File: config.mk
export PLATFORM = sky130hd
export DESIGN_NAME = double_ended_queue
export DESIGN_NICKNAME = d
export VERILOG_FILES = /design/src/hw/rtl/dq_pkg.sv /design/src/hw/rtl/dq_ram.sv /design/src/hw/rtl/double_ended_queue.sv
export SDC_FILE = /design/constraint.sdc
export NUM_CORES = 2
export LEC_CHECK = 0
export BUFFER_PORTS_ARGS = -buffer_cell sky130_fd_sc_hd__buf_2
export CAP_MARGIN = 0
export CORE_UTILIZATION = 60
export DETAILED_ROUTE_END_ITERATION = 8
export PLACE_DENSITY = 0.82
export SYNTH_ARGS = -nofsm -noshare
export SYNTH_HDL_FRONTEND = slang
export SYNTH_SLANG_ARGS = --single-unit
File: constraint.sdc
create_clock -name aclk -period 11.9 [get_ports aclk]
set_clock_uncertainty 0.2 [all_clocks]
set_input_delay 0.595 -clock aclk [delete_from_list [all_inputs] [get_ports aclk]]
set_output_delay 0.595 -clock aclk [all_outputs]
set_load 0.02 [all_outputs]
File: src/hw/rtl/dq_pkg.sv
// ----------------------------------------------------------------------------
// dq_pkg
// Types, codes and beat layout for the double-ended queue.
// ----------------------------------------------------------------------------
package dq_pkg;

    localparam int unsigned DQ_DEPTH_DEFAULT = 64;

    localparam int unsigned DQ_CMD_W    = 3;
    localparam int unsigned DQ_VALUE_W  = 32;
    localparam int unsigned DQ_STATUS_W = 2;
    localparam int unsigned DQ_COUNT_W  = 7;

    // input beat: command, push_value
    localparam int unsigned DQ_IN_CMD_LSB   = 0;
    localparam int unsigned DQ_IN_VALUE_LSB = DQ_IN_CMD_LSB + DQ_CMD_W;
    localparam int unsigned DQ_IN_USED_W    = DQ_IN_VALUE_LSB + DQ_VALUE_W;
    localparam int unsigned DQ_IN_TDATA_W   = ((DQ_IN_USED_W + 7) / 8) * 8;

    // output beat: popped_value, status, entry_count, is_empty
    localparam int unsigned DQ_OUT_VALUE_LSB  = 0;
    localparam int unsigned DQ_OUT_STATUS_LSB = DQ_OUT_VALUE_LSB + DQ_VALUE_W;
    localparam int unsigned DQ_OUT_COUNT_LSB  = DQ_OUT_STATUS_LSB + DQ_STATUS_W;
    localparam int unsigned DQ_OUT_EMPTY_LSB  = DQ_OUT_COUNT_LSB + DQ_COUNT_W;
    localparam int unsigned DQ_OUT_USED_W     = DQ_OUT_EMPTY_LSB + 1;
    localparam int unsigned DQ_OUT_TDATA_W    = ((DQ_OUT_USED_W + 7) / 8) * 8;

    typedef enum logic [DQ_CMD_W-1:0] {
        CMD_PUSH_FRONT = 3'd0,
        CMD_PUSH_BACK  = 3'd1,
        CMD_POP_FRONT  = 3'd2,
        CMD_POP_BACK   = 3'd3,
        CMD_CLEAR      = 3'd4
    } cmd_t;

    typedef enum logic [DQ_STATUS_W-1:0] {
        ST_OK    = 2'd0,
        ST_EMPTY = 2'd1,
        ST_FULL  = 2'd2
    } status_t;

endpackage

File: src/hw/rtl/dq_ram.sv
// ----------------------------------------------------------------------------
// dq_ram
// Entry storage: one write port, one read port, registered read data.
// ----------------------------------------------------------------------------
module dq_ram #(
    parameter int unsigned DEPTH = dq_pkg::DQ_DEPTH_DEFAULT
) (
    input  logic                                 aclk,
    input  logic                                 wr_en,
    input  logic [$clog2(DEPTH)-1:0]             wr_addr,
    input  logic [dq_pkg::DQ_VALUE_W-1:0]        wr_data,
    input  logic                                 rd_en,
    input  logic [$clog2(DEPTH)-1:0]             rd_addr,
    output logic [dq_pkg::DQ_VALUE_W-1:0]        rd_data
);
    import dq_pkg::*;

    logic [DQ_VALUE_W-1:0] mem [DEPTH];
    logic [DQ_VALUE_W-1:0] rd_data_reg;

    always_ff @(posedge aclk) begin
        if (wr_en) begin
            mem[wr_addr] <= wr_data;
        end
    end

    // read data holds until the next read, so a stalled result stays put
    always_ff @(posedge aclk) begin
        if (rd_en) begin
            rd_data_reg <= mem[rd_addr];
        end
    end

    assign rd_data = rd_data_reg;

endmodule

File: src/hw/rtl/double_ended_queue.sv
// ----------------------------------------------------------------------------
// double_ended_queue
// A result beat is offered in the cycle after its command beat is accepted.
// Throughput: one command per cycle unless a result beat stalls; front index and
// count update at accept; the RAM takes at most one write or read per command.
// Reset: front index, count and output valid clear; RAM contents are kept.
// ----------------------------------------------------------------------------
module double_ended_queue #(
    parameter int unsigned DEPTH = dq_pkg::DQ_DEPTH_DEFAULT
) (
    input  logic                                 aclk,
    input  logic                                 aresetn,
    input  logic                                 s_tvalid,
    output logic                                 s_tready,
    // [2:0] command, [34:3] push_value, zero pad above
    input  logic [dq_pkg::DQ_IN_TDATA_W-1:0]     s_tdata,
    output logic                                 m_tvalid,
    input  logic                                 m_tready,
    // [31:0] popped_value, [33:32] status, [40:34] entry_count, [41] is_empty
    output logic [dq_pkg::DQ_OUT_TDATA_W-1:0]    m_tdata
);
    import dq_pkg::*;

    localparam int unsigned AW = $clog2(DEPTH);
    localparam int unsigned CW = $clog2(DEPTH + 1);
    localparam int unsigned SW = CW + 1;
    localparam logic [AW-1:0] LAST_IDX = AW'(DEPTH - 1);
    localparam logic [CW-1:0] DEPTH_C  = CW'(DEPTH);
    localparam logic [SW-1:0] DEPTH_S  = SW'(DEPTH);

    logic [AW-1:0] front_reg, front_next;
    logic [CW-1:0] count_reg, count_next;
    logic          m_valid_reg;
    status_t       status_reg, status_next;
    logic [DQ_COUNT_W-1:0] entry_count_reg;
    logic          empty_reg;
    logic          pop_ok_reg, pop_ok_next;

    logic          accept;
    cmd_t          cmd;
    logic [DQ_VALUE_W-1:0] push_value;
    logic          full, empty;
    logic [SW-1:0] back_sum, last_sum, back_wrap, last_wrap;
    logic [AW-1:0] back_slot, last_slot, front_dec, front_inc;
    logic          wr_en, rd_en;
    logic [AW-1:0] wr_addr, rd_addr;
    logic [DQ_VALUE_W-1:0] rd_data;
    logic [CW+DQ_COUNT_W-1:0] count_ext;

    assign s_tready   = !m_valid_reg || m_tready;
    assign accept     = s_tvalid && s_tready;
    assign cmd        = cmd_t'(s_tdata[DQ_IN_CMD_LSB +: DQ_CMD_W]);
    assign push_value = s_tdata[DQ_IN_VALUE_LSB +: DQ_VALUE_W];

    assign full  = (count_reg == DEPTH_C);
    assign empty = (count_reg == '0);

    // ring arithmetic: sums stay below twice the depth, one subtract wraps
    assign back_sum  = SW'(front_reg) + SW'(count_reg);
    assign last_sum  = back_sum - SW'(1);
    assign back_wrap = (back_sum >= DEPTH_S) ? back_sum - DEPTH_S : back_sum;
    assign last_wrap = (last_sum >= DEPTH_S) ? last_sum - DEPTH_S : last_sum;
    assign back_slot = back_wrap[AW-1:0];
    assign last_slot = last_wrap[AW-1:0];
    assign front_dec = (front_reg == '0) ? LAST_IDX : front_reg - AW'(1);
    assign front_inc = (front_reg == LAST_IDX) ? '0 : front_reg + AW'(1);

    always_comb begin
        front_next  = front_reg;
        count_next  = count_reg;
        status_next = ST_OK;
        pop_ok_next = 1'b0;
        wr_en       = 1'b0;
        wr_addr     = back_slot;
        rd_en       = 1'b0;
        rd_addr     = front_reg;
        case (cmd)
            CMD_PUSH_FRONT: begin
                if (full) begin
                    status_next = ST_FULL;
                end else begin
                    front_next = front_dec;
                    count_next = count_reg + CW'(1);
                    wr_en      = accept;
                    wr_addr    = front_dec;
                end
            end
            CMD_PUSH_BACK: begin
                if (full) begin
                    status_next = ST_FULL;
                end else begin
                    count_next = count_reg + CW'(1);
                    wr_en      = accept;
                    wr_addr    = back_slot;
                end
            end
            CMD_POP_FRONT: begin
                if (empty) begin
                    status_next = ST_EMPTY;
                end else begin
                    front_next  = front_inc;
                    count_next  = count_reg - CW'(1);
                    pop_ok_next = 1'b1;
                    rd_en       = accept;
                    rd_addr     = front_reg;
                end
            end
            CMD_POP_BACK: begin
                if (empty) begin
                    status_next = ST_EMPTY;
                end else begin
                    count_next  = count_reg - CW'(1);
                    pop_ok_next = 1'b1;
                    rd_en       = accept;
                    rd_addr     = last_slot;
                end
            end
            CMD_CLEAR: begin
                front_next = '0;
                count_next = '0;
            end
            default: begin
            end
        endcase
    end

    // count is reported modulo the field width
    assign count_ext = {{DQ_COUNT_W{1'b0}}, count_next};

    always_ff @(posedge aclk) begin
        if (!aresetn) begin
            front_reg   <= '0;
            count_reg   <= '0;
            m_valid_reg <= 1'b0;
        end else begin
            if (accept) begin
                front_reg   <= front_next;
                count_reg   <= count_next;
                m_valid_reg <= 1'b1;
            end else if (m_tready) begin
                m_valid_reg <= 1'b0;
            end
        end
    end

    always_ff @(posedge aclk) begin
        if (accept) begin
            status_reg      <= status_next;
            entry_count_reg <= count_ext[DQ_COUNT_W-1:0];
            empty_reg       <= (count_next == '0);
            pop_ok_reg      <= pop_ok_next;
        end
    end

    // a push is visible to a pop in any later command, no bypass needed
    dq_ram #(
        .DEPTH (DEPTH)
    ) u_dq_ram (
        .aclk    (aclk),
        .wr_en   (wr_en),
        .wr_addr (wr_addr),
        .wr_data (push_value),
        .rd_en   (rd_en),
        .rd_addr (rd_addr),
        .rd_data (rd_data)
    );

    always_comb begin
        m_tdata = '0;
        m_tdata[DQ_OUT_VALUE_LSB +: DQ_VALUE_W]   = pop_ok_reg ? rd_data : '0;
        m_tdata[DQ_OUT_STATUS_LSB +: DQ_STATUS_W] = status_reg;
        m_tdata[DQ_OUT_COUNT_LSB +: DQ_COUNT_W]   = entry_count_reg;
        m_tdata[DQ_OUT_EMPTY_LSB]                 = empty_reg;
    end

    assign m_tvalid = m_valid_reg;

endmodule

### Word-level counts from Yosys, hierarchy flattened

Memories as Yosys holds them, arrays and structs flattened. A register that Yosys moved wholly into a read port is not among the register bits.
Cells that the tools add are included.

* bits in registers: 25
* RAM bits: 2048
* output and inout bits: 50
* logic and storage cells: 65
* memories: 1

Memory list
* u_dq_ram.mem: depth 64, bits a word 32, read ports 1, clocked after Yosys merged registers in 1, wr ports 1, line dq_ram.sv:18 `logic [DQ_VALUE_W-1:0] mem [DEPTH];`

* add/subtract/negate cells: 8
* order comparisons: 2
* equal/unequal tests: 8
* mux-type cells: 27
* reductions and logical operators: 12

Operators by type and width (count)
* $mux 6: 10
* $mux 32: 1
* $pmux 7 s3: 1
* $pmux 6 s3: 1
* $sub 6x1->6 const B: 3
* $ge 8x7->1 const B: 2
* $logic_not 7->1: 2
* $mux 7: 2
* $mux 1: 10
* $add 6x7->8: 1
* $sub 8x1->8 const B: 1
* $add 7x1->7 const B: 1
* $eq 7x7->1 const B: 1
* $sub 7x1->7 const B: 1
* $add 6x1->6 const B: 1
* $eq 3x2->1 const B: 2
* $eq 6x6->1 const B: 1
* $logic_not 6->1: 1
* $ne 2x2->1 const B: 2
* $pmux 2 s2: 1
* $reduce_and 4->1: 1
* $reduce_or 2->1: 2
* $eq 3x1->1 const B: 1
* $eq 3x3->1 const B: 1
* other kinds (7): 7

### Logic depth before layout (Yosys ltp)

* depth after elaboration: 7
* depth in mapped cells: 17

### Modules after synthesis

A second synthesis with hierarchy kept.

* cell total of the unflattened synthesis: 3640
* area, all modules: 81222.9 µm²

Modules (own cells, without submodules)
* dq_ram: times used 1, cells an instance 3324, area each 78835.6 µm², seq. area each 62459.9 µm²
* double_ended_queue: times used 1, cells an instance 316, area each 2387.3 µm², seq. area each 610.6 µm²

### Worst setup path before layout

Ideal clock, no wire load.

* path kind: register to register
* from: register count_reg[0]
* to: memory u_dq_ram.mem[14][0] (enable)
* arrival time: 3.702 ns
* data required time: 11.279 ns
* path slack: 7.577 ns
* cell stages (with the launch flop): 10
* buffers on the path: 1
* clock period less this slack: 4.323 ns
* cell sequence: dfxtp_1 -> inv_1 -> ha_1 -> nor4b_4 -> a311o_1 -> or2_2 -> clkbuf_1 -> o21ai_0 -> nand2_1 -> nor2_1

* word-level cells in the longest chain between the ends: 5
* elaborated cells on any way between the ends: 11
* those cells by class: 2 x add/sub; 1 x order compare; 1 x eq/ne; 7 x mux

Ends and longest elaborated chain
* start, declared: line double_ended_queue.sv:32 `logic [CW-1:0] count_reg, count_next;`
* start signal, assigned: line double_ended_queue.sv:138 `count_reg <= count_next;`
* $add 6x7->8 / $eq 7x7->1 (equally long branches): line double_ended_queue.sv:59, double_ended_queue.sv:55
* $ge 8x7->1 (tied with other cells): line double_ended_queue.sv:61 `assign back_wrap = (back_sum >= DEPTH_S) ? back_sum - DEPTH_S : back_sum;`
* $mux 6 / $mux 1 (equally long branches)
* $mux 6 / $mux 1 (equally long branches): line double_ended_queue.sv:79, dq_ram.sv:22
* $mux 6 / $mux 1 (equally long branches)
* end, declared: line dq_ram.sv:18

Parallel ways exist; a longest one is shown, timed or not.

### Worst setup path after layout

* from: register front_reg[0]
* to: register u_dq_ram.rd_data_reg[31] (netlist: u_dq_ram.rd_data[31]) (read register of u_dq_ram.mem), data pin

* word-level cells in the longest chain between the ends: 6
* elaborated cells on any way between the ends: 7
* those cells by class: 3 x add/sub; 1 x order compare; 3 x mux

Ends and longest elaborated chain
* start, declared: line double_ended_queue.sv:31 `logic [AW-1:0] front_reg, front_next;`
* start signal, assigned: line double_ended_queue.sv:137 `front_reg <= front_next;`
* $add 6x7->8: line double_ended_queue.sv:59 `assign back_sum = SW'(front_reg) + SW'(count_reg);`
* $sub 8x1->8: line double_ended_queue.sv:60 `assign last_sum = back_sum - SW'(1);`
* $ge 8x7->1 / $sub 6x1->6 (equally long branches): line double_ended_queue.sv:62 `assign last_wrap = (last_sum >= DEPTH_S) ? last_sum - DEPTH_S : last_sum;`
* $mux 6: line double_ended_queue.sv:62
* $mux 6: line double_ended_queue.sv:109 `if (empty) begin`
* $mux 6 (*)
* end, declared: line dq_ram.sv:19 `logic [DQ_VALUE_W-1:0] rd_data_reg;`

Every way passes the cells marked *; elsewhere a longest branch is shown, timed or not.
A chain may end at the register's enable or synchronous reset.

==> run_results.csv <==
group,metric,value,unit
power,clkPwrFrac,0.390,
detailed_routing,detail-route-antenna-nets,0,
run_status,status,"finished with violations",
critical_path,worstPathRequired,12.39,ns
clocking,cts_resized,0,
floorplanning,rows,136,
clocking,clk_pin_slew,0.06,ns
logic_synthesis,synthArstFlopShare,0,
flow_run,drv_cap,0,
logic_synthesis,yosys_warnings,0,
power,p_leak,31.5,nW
power,pwr-share-comb,0.074,
placed_design,gp_congestion,0.893,
detailed_routing,wire_per_inst,29.8,um
floorplanning,fp.dieArea,142000,um^2
timing,slew_headroom,0.0351,
power,p_switching,3.51,mW
detailed_routing,post-route-drc-count,1,
finish,largest_register_ff_count,2048,
critical_path,worstPathArrival,7.40,ns
critical_path,cp_max_fo,82,
floorplanning,die_h,376,um
logic_synthesis,seq_area_frac_synth,0.750,
clocking,htreeDepth,4,
detailed_routing,vias,54200,
clocking,hold_buffers,4,
logic_synthesis,synth_flop_cell,"edfxtp_1",
floorplanning,die_x,376,um
finish,syn_to_final_growth,10.2,%
clocking,clkLatencyLatePin,0.84,ns
grt,antenna_found_initial,22,
timing,fin_setup_tns,0,ns
power,peakVddDrop,0.000145,V
logic_synthesis,syn_avg_cell_area,14.6,um^2
finish,drive_gt1_frac,0.100,
placed_design,place_area,86600,um^2
detailed_routing,drtIter0Drc,9285,
finish,multi_input_area,19600,um^2
clocking,cts_root_buf,"clkbuf_16",
power,switching_share,0.229,
critical_path,start_kind,"flip-flop",
detailed_routing,dr.pass1.iters,9,
logic_synthesis,ys_ff_latch,2105,
hold_path,worstHoldPathType,"in2reg",
timing,tightestPinTransition,1.41,ns
grt,grt_use_total,0.324,
detailed_routing,via_per_inst,6.96,
finish,final_area,92700,um^2
timing,fin_crit_sh,0.581,
timing,grt_setup_unrepaired,"false",
finish,finish.cell_count_without_fillers,7789,
placed_design,dp_cells,7429,
power,internal-power,11.8,mW
timing,fin_crit,6.91,ns
placed_design,buffer_ports.inserted,82,
logic_synthesis,synth_edf_count,2091,
clocking,cts.path.max_buffers,3,
timing,slew_violations,0,
grt,grt_pass1_vias,52300,
critical_path,crit_type,"reg2reg",
power,seqPwrFrac,0.535,
logic_synthesis,netlist.area_leader.share,0.747,
clocking,cts.sinks,2105,
logic_synthesis,ys_top_cells_by_area,"edfxtp_1, nand2_1, mux2i_1, nand3_1, a211oi_1",
floorplanning,start_util,0.608,
logic_synthesis,yosysTopAreaCell,"edfxtp_1",
power,p_per_area,165,nW/um^2
logic_synthesis,synthCells,5761,
clocking,cts_tree,"done",
detailed_routing,drt_wl_total,232000,um
timing,setup_viol,0,
timing,finalHoldViolations,0,
logic_synthesis,syn-cell-area,84100,um^2
finish,ff_latch_area,63100,um^2
floorplanning,design.core.area,138000,um^2
clocking,cts_setup_buffers,0,
clocking,cts_inserted_buffers,191,
logic_synthesis,yosys.cell_types.count,83,
run_status,failed_checks,"design-rule violations",
placed_design,dp_hpwl,120000,um
finish,nets,5819,
grt,grt-ovfl-total,0,
grt,grt_max_degree,160,
grt,grt_pass1_wl,335000,um
finish,fillers,8566,
floorplanning,ios,94,
timing,fmax,0.145,GHz
critical_path,crit_path_end_kind,"flip-flop",
==> placed cells by master, fill, tap and decap left out, types with 13 or more instances in the layout <==
cell	netlist	layout
nor2_1	106	39
nand2_1	1259	1258
nor2_4	0	67
and3_1	162	162
bufinv_16	0	15
nor3_1	58	58
dfxtp_1	14	14
a21oi_1	174	174
a2111oi_0	20	20
a22oi_1	13	13
nand4_1	14	14
and2_1	35	33
clkinv_2	0	29
o21ai_0	33	33
buf_4	36	126
mux2_2	14	13
o32ai_1	41	41
clkinv_1	1	45
clkbuf_1	149	49
a31oi_1	97	95
a311oi_1	77	77
or4_1	22	22
a311o_1	41	41
a32oi_1	81	81
a32o_1	80	80
o211ai_1	15	15
mux2i_1	241	241
buf_2	188	82
a221oi_1	37	36
nand3_1	273	273
clkbuf_16	0	194
edfxtp_1	2091	2091
inv_1	18	18
a211oi_1	160	160
==> synth_stat cells, types with 7 or more instances <==
library cell  count
o211ai_1         15
a311o_1          41
buf_2           188
buf_6             8
nor3_1           58
nand2_1        1259
nand3_1         273
a311oi_1         77
o21ai_0          33
o22ai_1          12
nor4_1           10
a21boi_0          8
dfxtp_1          14
clkbuf_1        149
nor2_1          106
buf_1            36
mux2_2           14
edfxtp_1       2091
inv_1            18
o32ai_1          41
a2111oi_0        20
a211oi_1        160
and2_1           35
a32oi_1          81
and3_1          162
a222oi_1          7
a22oi_1          13
a211o_1          12
ha_1             11
mux2i_1         241
nand4_1          14
or4_1            22
a32o_1           80
a21oi_1         174
buf_4            36
a221oi_1         37
a31oi_1          97
==> power by group through the flow <==
stage          Clock, mW  Combinational, mW  Sequential, mW
6_report            5.98               1.14            8.20
5_1_grt             6.26               1.19            8.20
4_1_cts             5.98               1.10            8.20
3_5_place_dp           0               1.09            8.36
3_3_place_gp           0               1.05            8.36
2_1_floorplan          0              0.651            8.35
==> logic make-up (layout without fill, tap and decap cells) <==
| kind of cell | Yosys count | in the layout | synth area share |
|---|---|---|---|
| flops | 2105 | 2105 | 0.750 |
| simple gates | 1977 | 1977 | 0.103 |
| compound gates | 958 | 958 | 0.0869 |
| buf+inv | 437 | 590 | 0.0247 |
| mux | 261 | 261 | 0.0322 |
| fa+ha+maj | 12 | 12 | 0.00188 |
| xor+xnor | 10 | 10 | 0.00140 |
| other cells | 1 | 13 | 0.0000446 |
==> critical path, cell delays in order (launching register included) <==
cell	delay, ns
dfxtp_1	0.41
ha_1	0.28
fa_1	0.54
inv_1	0.06
ha_1	0.40
nand2_1	0.10
a211o_4	0.56
buf_4	0.36
nand2_4	0.44
buf_4	0.72
buf_4	0.89
nand2_1	0.17
a221oi_1	0.36
nor3_1	0.10
nor3_1	0.82
or4_1	0.23
==> final timing paths <==
check | to | startpoint | cells past startpoint | slack, ns
worst max-delay path | u_dq_ram.rd_data[31] | front_reg[0] | 15 | 4.99
worst min-delay path | status_reg[1] | s_tdata[1] | 2 | 0.07
worst max register to register | u_dq_ram.rd_data[31] | front_reg[0] | 15 | 4.99
worst min register to register | count_reg[1] | count_reg[1] | 2 | 0.39
==> through the flow <==
step	util	total power, mW	worst slack (ns)	hold slack (ns)
after floorplan	-	9.00	7.58	0.322
after CTS	0.670	15.3	5.23	0.0285
final	0.671	15.3	4.99	0.0745
after global routing	0.671	15.6	4.85	0.0829
after detailed placement	0.627	9.44	5.35	0.330
after global placement	0.627	9.41	5.41	0.309
==> cell type report <==
class / instances / share of cell area
Sequential cell: 2105 / 0.681
Multi-Input combinational cell: 3224 / 0.211
Clock buffer: 243 / 0.0544
Tap cell: 1863 / 0.0252
Timing Repair Buffer: 222 / 0.0172
Clock inverter: 106 / 0.0105
Inverter: 19 / 0.000770
Antenna cell: 7 / 0.000189
==> metal layers <==
layer / wire length [um] / part of all wire / GRT usage / vias to the layer above
met4: 13800 / 0.059 / 0.174 / 24
li1: - / - / - / 22200
met3: 34800 / 0.15 / 0.0917 / 927
met2: 106000 / 0.46 / 0.503 / 4782
met1: 77300 / 0.33 / 0.417 / 26300
met5: 150 / 0.00065 / 0 / -
Note: power is estimated with default switching activity, not from simulation.
